--- src/rtl/prt_pkg.sv ---
// Shared types, command codes and divider tap tables for the prescaled timer.
package prt_pkg;

  localparam int DivW  = 16;
  localparam int ByteW = 8;
  localparam int CtrlW = 3;

  // Command codes
  localparam logic [1:0] CMD_TICK  = 2'd0;
  localparam logic [1:0] CMD_READ  = 2'd1;
  localparam logic [1:0] CMD_WRITE = 2'd2;

  // Register indexes
  localparam logic [1:0] REG_DIV  = 2'd0;
  localparam logic [1:0] REG_TIMA = 2'd1;
  localparam logic [1:0] REG_TMA  = 2'd2;
  localparam logic [1:0] REG_TAC  = 2'd3;

  localparam int EnableBit = 2;

  // Divider mask per clock select: taps at bits 10, 4, 6, 8
  localparam logic [DivW-1:0] SEL_MASK [4] = '{16'hfc00, 16'hfff0, 16'hffc0, 16'hff00};

  typedef struct packed {
    logic [1:0]       cmd;
    logic [ByteW-1:0] cycles;
    logic [1:0]       reg_index;
    logic [ByteW-1:0] write_data;
  } item_t;

  typedef struct packed {
    logic [ByteW-1:0] read_data;
    logic             timer_irq;
  } result_t;

endpackage

--- src/rtl/prescaled_timer_with_reload.sv ---
// Prescaled timer with reload: one result per transfer, through an input register,
// then a result register; throughput one transfer per cycle while m_tready is high.
// The rate is set by the combinational update in prt_core between the two registers;
// both sides stall independently without a bubble while the output drains.
// Synchronous active-high rst clears divider, counter, modulo, control and
// both valid flags.
module prescaled_timer_with_reload (
  input  logic        clk,
  input  logic        rst,
  // slave side
  input  logic        s_tvalid,
  output logic        s_tready,
  input  logic [15:0] s_tdata,   // [7:0] cycles, [15:8] write_data
  input  logic [3:0]  s_tuser,   // [1:0] cmd, [3:2] reg_index
  // master side
  output logic        m_tvalid,
  input  logic        m_tready,
  output logic [7:0]  m_tdata,   // [7:0] read_data
  output logic [0:0]  m_tuser    // [0] timer_irq
);
  import prt_pkg::*;

  logic    in_valid;
  item_t   in_item;
  logic    go;
  result_t core_res;

  // Fire the held transfer when the result register is empty or draining.
  assign go       = in_valid && (!m_tvalid || m_tready);
  assign s_tready = !in_valid || go;

  always_ff @(posedge clk) begin
    if (rst) begin
      in_valid <= 1'b0;
      m_tvalid <= 1'b0;
    end else begin
      if (s_tready) in_valid <= s_tvalid;
      if (go) begin
        m_tvalid <= 1'b1;
      end else if (m_tready) begin
        m_tvalid <= 1'b0;
      end
    end
  end

  // Payload registers, no reset needed
  always_ff @(posedge clk) begin
    if (s_tvalid && s_tready) begin
      in_item.cmd        <= s_tuser[1:0];
      in_item.reg_index  <= s_tuser[3:2];
      in_item.cycles     <= s_tdata[7:0];
      in_item.write_data <= s_tdata[15:8];
    end
    if (go) begin
      m_tdata    <= core_res.read_data;
      m_tuser[0] <= core_res.timer_irq;
    end
  end

  // State update happens exactly once per transfer, on go
  prt_core u_core (
    .clk    (clk),
    .rst    (rst),
    .step   (go),
    .item   (in_item),
    .result (core_res)
  );

endmodule

--- src/rtl/prt_core.sv ---
// Timer state (divider, counter, modulo, control) and the per-transfer update logic.
module prt_core (
  input  logic            clk,
  input  logic            rst,
  input  logic            step,
  input  prt_pkg::item_t  item,
  output prt_pkg::result_t result
);
  import prt_pkg::*;

  logic [DivW-1:0]  divider_count, divider_count_next;
  logic [ByteW-1:0] timer_count, timer_count_next;
  logic [ByteW-1:0] reload_value, reload_value_next;
  logic [CtrlW-1:0] control_bits, control_bits_next;

  logic [DivW-1:0]  div_after;
  logic [DivW-1:0]  sel_m;
  logic [DivW-1:0]  diff;
  logic [ByteW-1:0] inc;
  logic [ByteW:0]   sum;

  // Boundary crossings of the selected tap, wrap-safe via masked difference
  always_comb begin
    div_after = divider_count + {6'd0, item.cycles, 2'b00};
    sel_m     = SEL_MASK[control_bits[1:0]];
    diff      = (div_after & sel_m) - (divider_count & sel_m);
    case (control_bits[1:0])
      2'd0:    inc = {2'b00, diff[15:10]};
      2'd1:    inc = diff[11:4];
      2'd2:    inc = diff[13:6];
      default: inc = diff[15:8];
    endcase
    sum = {1'b0, timer_count} + {1'b0, inc};
  end

  always_comb begin
    divider_count_next = divider_count;
    timer_count_next   = timer_count;
    reload_value_next  = reload_value;
    control_bits_next  = control_bits;
    result             = '0;
    unique case (item.cmd)
      CMD_TICK: begin
        divider_count_next = div_after;
        if (control_bits[EnableBit]) begin
          if (sum[ByteW]) begin
            timer_count_next = sum[ByteW-1:0] + reload_value;
            result.timer_irq = 1'b1;
          end else begin
            timer_count_next = sum[ByteW-1:0];
          end
        end
      end
      CMD_READ: begin
        unique case (item.reg_index)
          REG_DIV:  result.read_data = divider_count[DivW-1 -: ByteW];
          REG_TIMA: result.read_data = timer_count;
          REG_TMA:  result.read_data = reload_value;
          REG_TAC:  result.read_data = {{(ByteW-CtrlW){1'b0}}, control_bits};
          default:  result.read_data = '0;
        endcase
      end
      CMD_WRITE: begin
        unique case (item.reg_index)
          REG_DIV:  divider_count_next = '0;
          REG_TIMA: timer_count_next   = item.write_data;
          REG_TMA:  reload_value_next  = item.write_data;
          REG_TAC:  control_bits_next  = item.write_data[CtrlW-1:0];
          default:  ;
        endcase
      end
      default: ;  // unused command: no effect
    endcase
  end

  always_ff @(posedge clk) begin
    if (rst) begin
      divider_count <= '0;
      timer_count   <= '0;
      reload_value  <= '0;
      control_bits  <= '0;
    end else if (step) begin
      divider_count <= divider_count_next;
      timer_count   <= timer_count_next;
      reload_value  <= reload_value_next;
      control_bits  <= control_bits_next;
    end
  end

endmodule
--- config.mk ---
export PLATFORM = sky130hd
export DESIGN_NAME = prescaled_timer_with_reload
export DESIGN_NICKNAME = d
export VERILOG_FILES = /design/src/rtl/prt_pkg.sv /design/src/rtl/prescaled_timer_with_reload.sv /design/src/rtl/prt_core.sv
export SDC_FILE = /design/constraint.sdc
export NUM_CORES = 1
export LEC_CHECK = 0
export BUFFER_PORTS_ARGS = -buffer_cell sky130_fd_sc_hd__buf_2
export CORE_MARGIN = 2
export CORE_UTILIZATION = 40
export DETAILED_ROUTE_END_ITERATION = 12
export SETUP_SLACK_MARGIN = 0.15
export SLEW_MARGIN = 20
export SYNTH_ARGS = -nofsm -noshare
export SYNTH_HDL_FRONTEND = slang
export SYNTH_SLANG_ARGS = --single-unit
--- constraint.sdc ---
create_clock -name clk -period 5.4 [get_ports clk]
set_clock_uncertainty 0.05 [all_clocks]
set_input_delay 0 -clock clk [delete_from_list [all_inputs] [get_ports clk]]
set_output_delay 0 -clock clk [all_outputs]
set_load 0.02 [all_outputs]
# After elaboration in Yosys (flattened, before gate mapping)

Cells that the tools add are included.

Reductions and logical operators: 16
Bitwise operators: 3
Add/sub/neg operators: 4
$lt $le $gt $ge: 1
Eq/ne operators: 10
Muxes and demuxes: 14

Operators with widths:

| kind                 | number |
|---|---|
| $mux W16             | 3 |
| $and A16 B16 Y16     | 2 |
| $bmux W16 S2         | 1 |
| $pmux W16 S2         | 1 |
| $pmux W8 S4          | 1 |
| $mux W8              | 3 |
| $pmux W8 S3          | 1 |
| $add A16 B10 Y16     | 1 |
| $pmux W8 S2          | 1 |
| $sub A16 B16 Y16     | 1 |
| $add A8 B8 Y9        | 1 |
| $reduce_and A3 Y1    | 3 |
| $add A8 B8 Y8        | 1 |
| $eq A2 B2 Y1 const B | 4 |
| $eq A2 B1 Y1 const B | 3 |
| $logic_not A2 Y1     | 3 |
| $ne A2 B2 Y1 const B | 2 |
| $reduce_and A4 Y1    | 1 |
| $reduce_bool A2 Y1   | 2 |
| $ge A3 B3 Y1 const B | 1 |
| $mux W1              | 3 |
| $not A2 Y3           | 1 |
| $logic_and A1 B1 Y1  | 2 |
| $logic_not A1 Y1     | 2 |
| other kinds (3)      | 4 |

Output and inout port bits: 11
Input port bits: 24
Logic and storage cells: 60
Flip-flop bits (word level): 66

# Logic depth before layout (Yosys ltp)

Depth after elaboration: 12
Gate-level depth with buffers: 31

# By module

Synthesis repeated with hierarchy kept, for this count alone.

Cells, all modules: 514
Area total of the unflattened synthesis: 4,672.0 µm²

Modules (own cells, without submodules):

| module                      | sequential area each (µm²) | instances | area an instance (µm²) | cells an instance |
|---|---|---|---|---|
| prt_core                    | 660.6                      | 1         | 3,697.3                | 475 |
| prescaled_timer_with_reload | 910.9                      | 1         | 974.7                  | 39 |

# Worst setup path before layout

OpenSTA, ideal clock, no wires.

Path type: register to register
From: register in_item[11] (netlist bit)
To: register u_core.timer_count[7]
Clock period less this slack: 5.822 ns
Setup slack: -0.422 ns
Required time: 5.249 ns
Stages on the path, launching flop included: 31
Setup time: 0.101 ns
Path buffers: 0
Arrival time: 5.671 ns
Path through: edfxtp_1 ha_1 a21o_1 a41oi_2 nand2_1 a21o_1 a21oi_1 xnor2_1 nor2b_1 ha_1 o21ai_0 a211o_1 a21oi_1 a311oi_1 xnor2_1 nand2_1 a32o_1 fa_1 nor2b_1 o21a_1 nor2_1 xnor2_1 ha_1 inv_1 nor2_1 a2111oi_0 nor3_1 xor2_1 nand2_1 xnor2_1 o41ai_1

Longest elaborated chain between the ends: 9

RTL lines:

| what                   | RTL line                          | source |
|---|---|---|
| start: declaration     | prescaled_timer_with_reload.sv:24 | `item_t in_item;` |
| $add A16 B10 Y16 (*)   | prt_core.sv:24                    | `div_after = divider_count + {6'd0, item.cycles, 2'b00};` |
| $and A16 B16 Y16 (*)   | prt_core.sv:26                    | `diff = (div_after & sel_m) - (divider_count & sel_m);` |
| $sub A16 B16 Y16 (*)   | prt_core.sv:26                    |  |
| $pmux W8 S3 (*)        | prt_core.sv:27                    | `case (control_bits[1:0])` |
| $add A8 B8 Y9 (*)      | prt_core.sv:33                    | `sum = {1'b0, timer_count} + {1'b0, inc};` |
| $add A8 B8 Y8          | prt_core.sv:47                    | `timer_count_next = sum[ByteW-1:0] + reload_value;` |
| $mux W8 (*)            | prt_core.sv:46                    | `if (sum[ByteW]) begin` |
| $mux W8 (*)            | prt_core.sv:45                    | `if (control_bits[EnableBit]) begin` |
| $pmux W8 S2 (*)        | prt_core.sv:42                    | `unique case (item.cmd)` |
| end signal: assignment | prt_core.sv:84                    | `timer_count <= timer_count_next;` |
| end: declaration       | prt_core.sv:12                    | `logic [ByteW-1:0] timer_count, timer_count_next;` |

Mark *: on every way between the ends. The rest lies on a longest branch, timed or not. The select of a mux whose other input is x is not followed.
A chain may end at the register's enable or synchronous reset.

# Worst setup path in the final report

Ends and elaborated chain as after synthesis.

==> impl_metrics.csv <==
group,metric,value,unit
worst_setup_path,worst_path_max_delay_cell,"edfxtp_1",
place,dp_hpwl,9070,um
routing,dr.pass1.iters,5,
yosys,synthXorXnorAreaFrac,5.27,%
power_and_ir_drop,peakVddDrop,0.211,mV
yosys,synth_seq_area_share,33.7,%
yosys,ys_async_sr_fraction,0,%
status,violations,"negative setup slack",
yosys,synth_area,4660,um2
timing,relSlewSlack,30.8,%
yosys,yosys.cell_types.count,56,
routing,vias,4479,
clock_tree,clk_latency,0.34,ns
yosys,yosysTopAreaCellShare,18.7,%
worst_setup_path,path_common_cell,"xnor2_1",
worst_setup_path,crit_buf_inv,1,
timing,fin_setup_tns,-1.90,ns
routing,routedWlPerCell,15.7,um
yosys,synth_top_family_by_area,"compound AO/OA/AOI/OAI gates",
yosys,netlist_top_cells_area,"edfxtp_1, dfxtp_1, ha_1",
final_layout,multi_input_area,3140,um2
floorplan,die_x,112,um
floorplan,boundaryPins,35,
floorplan,die_h,112,um
final_layout,final_cell_mix,"buf_4, nor2_1, a21oi_1",
timing,rsz0062_at_grt,"yes",
final_layout,final_common_cell,"buf_4",
worst_setup_path,slowest_delay,0.41,ns
power_and_ir_drop,p_int,1050,uW
yosys,yosysTopAreaCell,"edfxtp_1",
worst_setup_path,startpoint_type,"register",
global_route,overflow,0,
clock_tree,tritoncts,"done",
routing,drtAntennaViolNets,0,
timing,fin_ws,-0.592,ns
yosys,yosys-mux-area-fraction,4.25,%
global_route,grt_max_degree,37,
clock_tree,numCtsBuffers,9,
power_and_ir_drop,clkPwrFrac,49.5,%
yosys,synth_seq_cells,64,
worst_setup_path,worst-endpoint-arrival,6.18,ns
global_route,antenna_found_initial,0,
power_and_ir_drop,seqPwrFrac,39.3,%
timing,fmax,167,MHz
worst_setup_path,worst-setup-path-type,"reg2reg",
worst_hold_path,hp-class,"in2reg",
routing,drcViolationCount,0,
place,finalWeightedCongestion,0.882,
timing,whs,0.165,ns
final_layout,area_growth,38.7,%
yosys,syn_nets,593,
power_and_ir_drop,p_comb_share,11.2,%
routing,drt_wl_total,12800,um
place,place.port_buffers,34,
worst_setup_path,endpoint_kind,"register",
final_layout,regArea,1570,um2
flow_run,drv_cap,0,
clock_tree,cts_root_buffer,"clkbuf_16",
clock_tree,cts.sinks,64,
yosys,synth_area_per_cell,8.85,um2
yosys,synth-edff-count,29,
final_layout,nets,737,
floorplan,num_rows,39,
yosys,ys_warn_count,0,
status,outcome,"complete, but fails checks",
power_and_ir_drop,pwr_density_cell,211,nW/um2
global_route,grt_pass1_vias,4359,
timing,min_period,5.99,ns
yosys,synth-adder-area-share,12.2,%
clock_tree,cts.clk_slew.worst_paths,0.06,ns
timing,slew_violations,0,
routing,drt-initial-drc-count,305,
yosys,synth_ff_type,"dfxtp_1",
power_and_ir_drop,netSwitchingPower,312,uW
power_and_ir_drop,cellLeakagePower,0.00278,uW
global_route,grtUsageTotal,21.2,%
routing,via_per_inst,5.48,
clock_tree,htreeDepth,3,
power_and_ir_drop,sw_frac_of_total,22.9,%
yosys,synthSimpleGateAreaFrac,19.0,%
timing,finalHoldViolCount,0,
floorplan,dieArea,12500,um2
worst_setup_path,worstPathRequired,5.59,ns
global_route,grt_pass1_wl,21400,um
final_layout,drive_above_1_share,29.9,%
timing,worst_pin_slew,1.04,ns
yosys,synth_compound_area_share,22.0,%
timing,setup_viol,5,
worst_setup_path,cp_top_family,"compound AO/OA/AOI/OAI gates",
final_layout,antenna_cells,0,
final_layout,nFillCells,957,
floorplan,initial_utilization,41.0,%
worst_setup_path,path_max_fanout,4,
timing,finalCritPeriodShare,111,%
worst_setup_path,r2r_setup_slack,-0.59,ns
floorplan,design.core.area,11400,um2
yosys,syn_inst,526,
clock_tree,cts_buffer_depth,2,
==> power by group through the flow <==
stage / Combinational [uW] / Sequential [uW] / Clock (uW)
2_1_floorplan: 73.0 / 541 / 0
3_3_place_gp: 119 / 545 / 0
3_5_place_dp: 120 / 546 / 0
4_1_cts: 145 / 535 / 680
5_1_grt: 166 / 537 / 702
6_report: 152 / 535 / 675
==> repair_timing <==
action,in CTS,in global routing
endpoints found under the setup margin,9,9
cloned,1,0
hold buffers,23,0
pin swaps,25,18
setup buffers,15,5
gates resized for setup,28,19
hold endpoints to repair,22,0
==> worst register-to-register path: cells and delay by family, from the launching register on <==
family                   cells  cell delay, ns
AO/OA/AOI/OAI               12            2.41
adder cells (fa/ha/maj)      4            1.37
XOR/XNOR                     5            0.87
AND/OR/NAND/NOR              6            0.66
flip-flops                   1            0.41
buffers and inverters        1            0.14
==> registers in the layout, summed over array words and instances, names as in the netlist <==
signal / flops
in_item: 20
in_valid: 1
m_tdata: 8
m_tuser: 1
m_tvalid: 1
u_core.control_bits: 3
u_core.divider_count: 14
u_core.reload_value: 8
u_core.timer_count: 8
==> per-layer routing <==
metal  vias up  GRT usage (%)  part of all wire (%)
met5         -              0                     0
met4         0           7.41                   1.5
met3        16           3.97                   5.4
met2       120           34.6                    46
met1      2130           28.1                    47
li1       2213              -                     -
==> Yosys cell counts (12+ instances only) <==
master / number
clkbuf_1: 14
dfxtp_1: 35
mux2i_1: 13
inv_1: 22
ha_1: 39
nor2b_1: 13
edfxtp_1: 29
nor2_1: 68
nand2_1: 37
xnor2_1: 19
a21oi_1: 57
nor3_1: 14
nand3_1: 14
nand2b_1: 12
==> final timing paths <==
| check | start | end | depth (start not counted) |
|---|---|---|---|
| max reg2reg | in_item[11]$_DFFE_PP_ | u_core.timer_count[7]$_SDFFE_PP0P_ | 28 |
| min | rst | u_core.divider_count[13]$_SDFFE_PP0P_ | 2 |
| min reg2reg | u_core.reload_value[0]$_SDFFE_PP0P_ | u_core.reload_value[0]$_SDFFE_PP0P_ | 2 |
| max | in_item[11]$_DFFE_PP_ | u_core.timer_count[7]$_SDFFE_PP0P_ | 28 |
==> cells by family (layout without fill, tap and decap cells) <==
| group | Yosys count | after routing |
|---|---|---|
| flops | 64 | 64 |
| simple gates | 184 | 184 |
| mux | 16 | 16 |
| buf+inv | 43 | 191 |
| compound gates | 148 | 149 |
| xor+xnor | 28 | 28 |
| fa+ha+maj | 43 | 43 |
==> final cells by class <==
class / instances / share of cell area [%]
clock buffers: 9 / 3.49
clock inverters: 7 / 1.84
inverters: 22 / 1.28
multi-input cells: 420 / 48.6
flip-flops and latches: 64 / 24.3
well taps: 143 / 2.77
repair buffers: 153 / 17.6
==> stage by stage <==
step	cells	power (uW)	area, um2	util [%]	setup WS [ns]
floorplan	526	615	4670	-	-0.151
detailed placement	758	666	5510	48.5	-0.592
global placement	758	664	5510	48.5	-0.509
global route	818	1400	6460	56.8	-0.957
CTS	813	1360	6310	55.5	-0.498
finish	818	1360	6460	56.8	-0.592
Power figures use the tool's default switching activity.
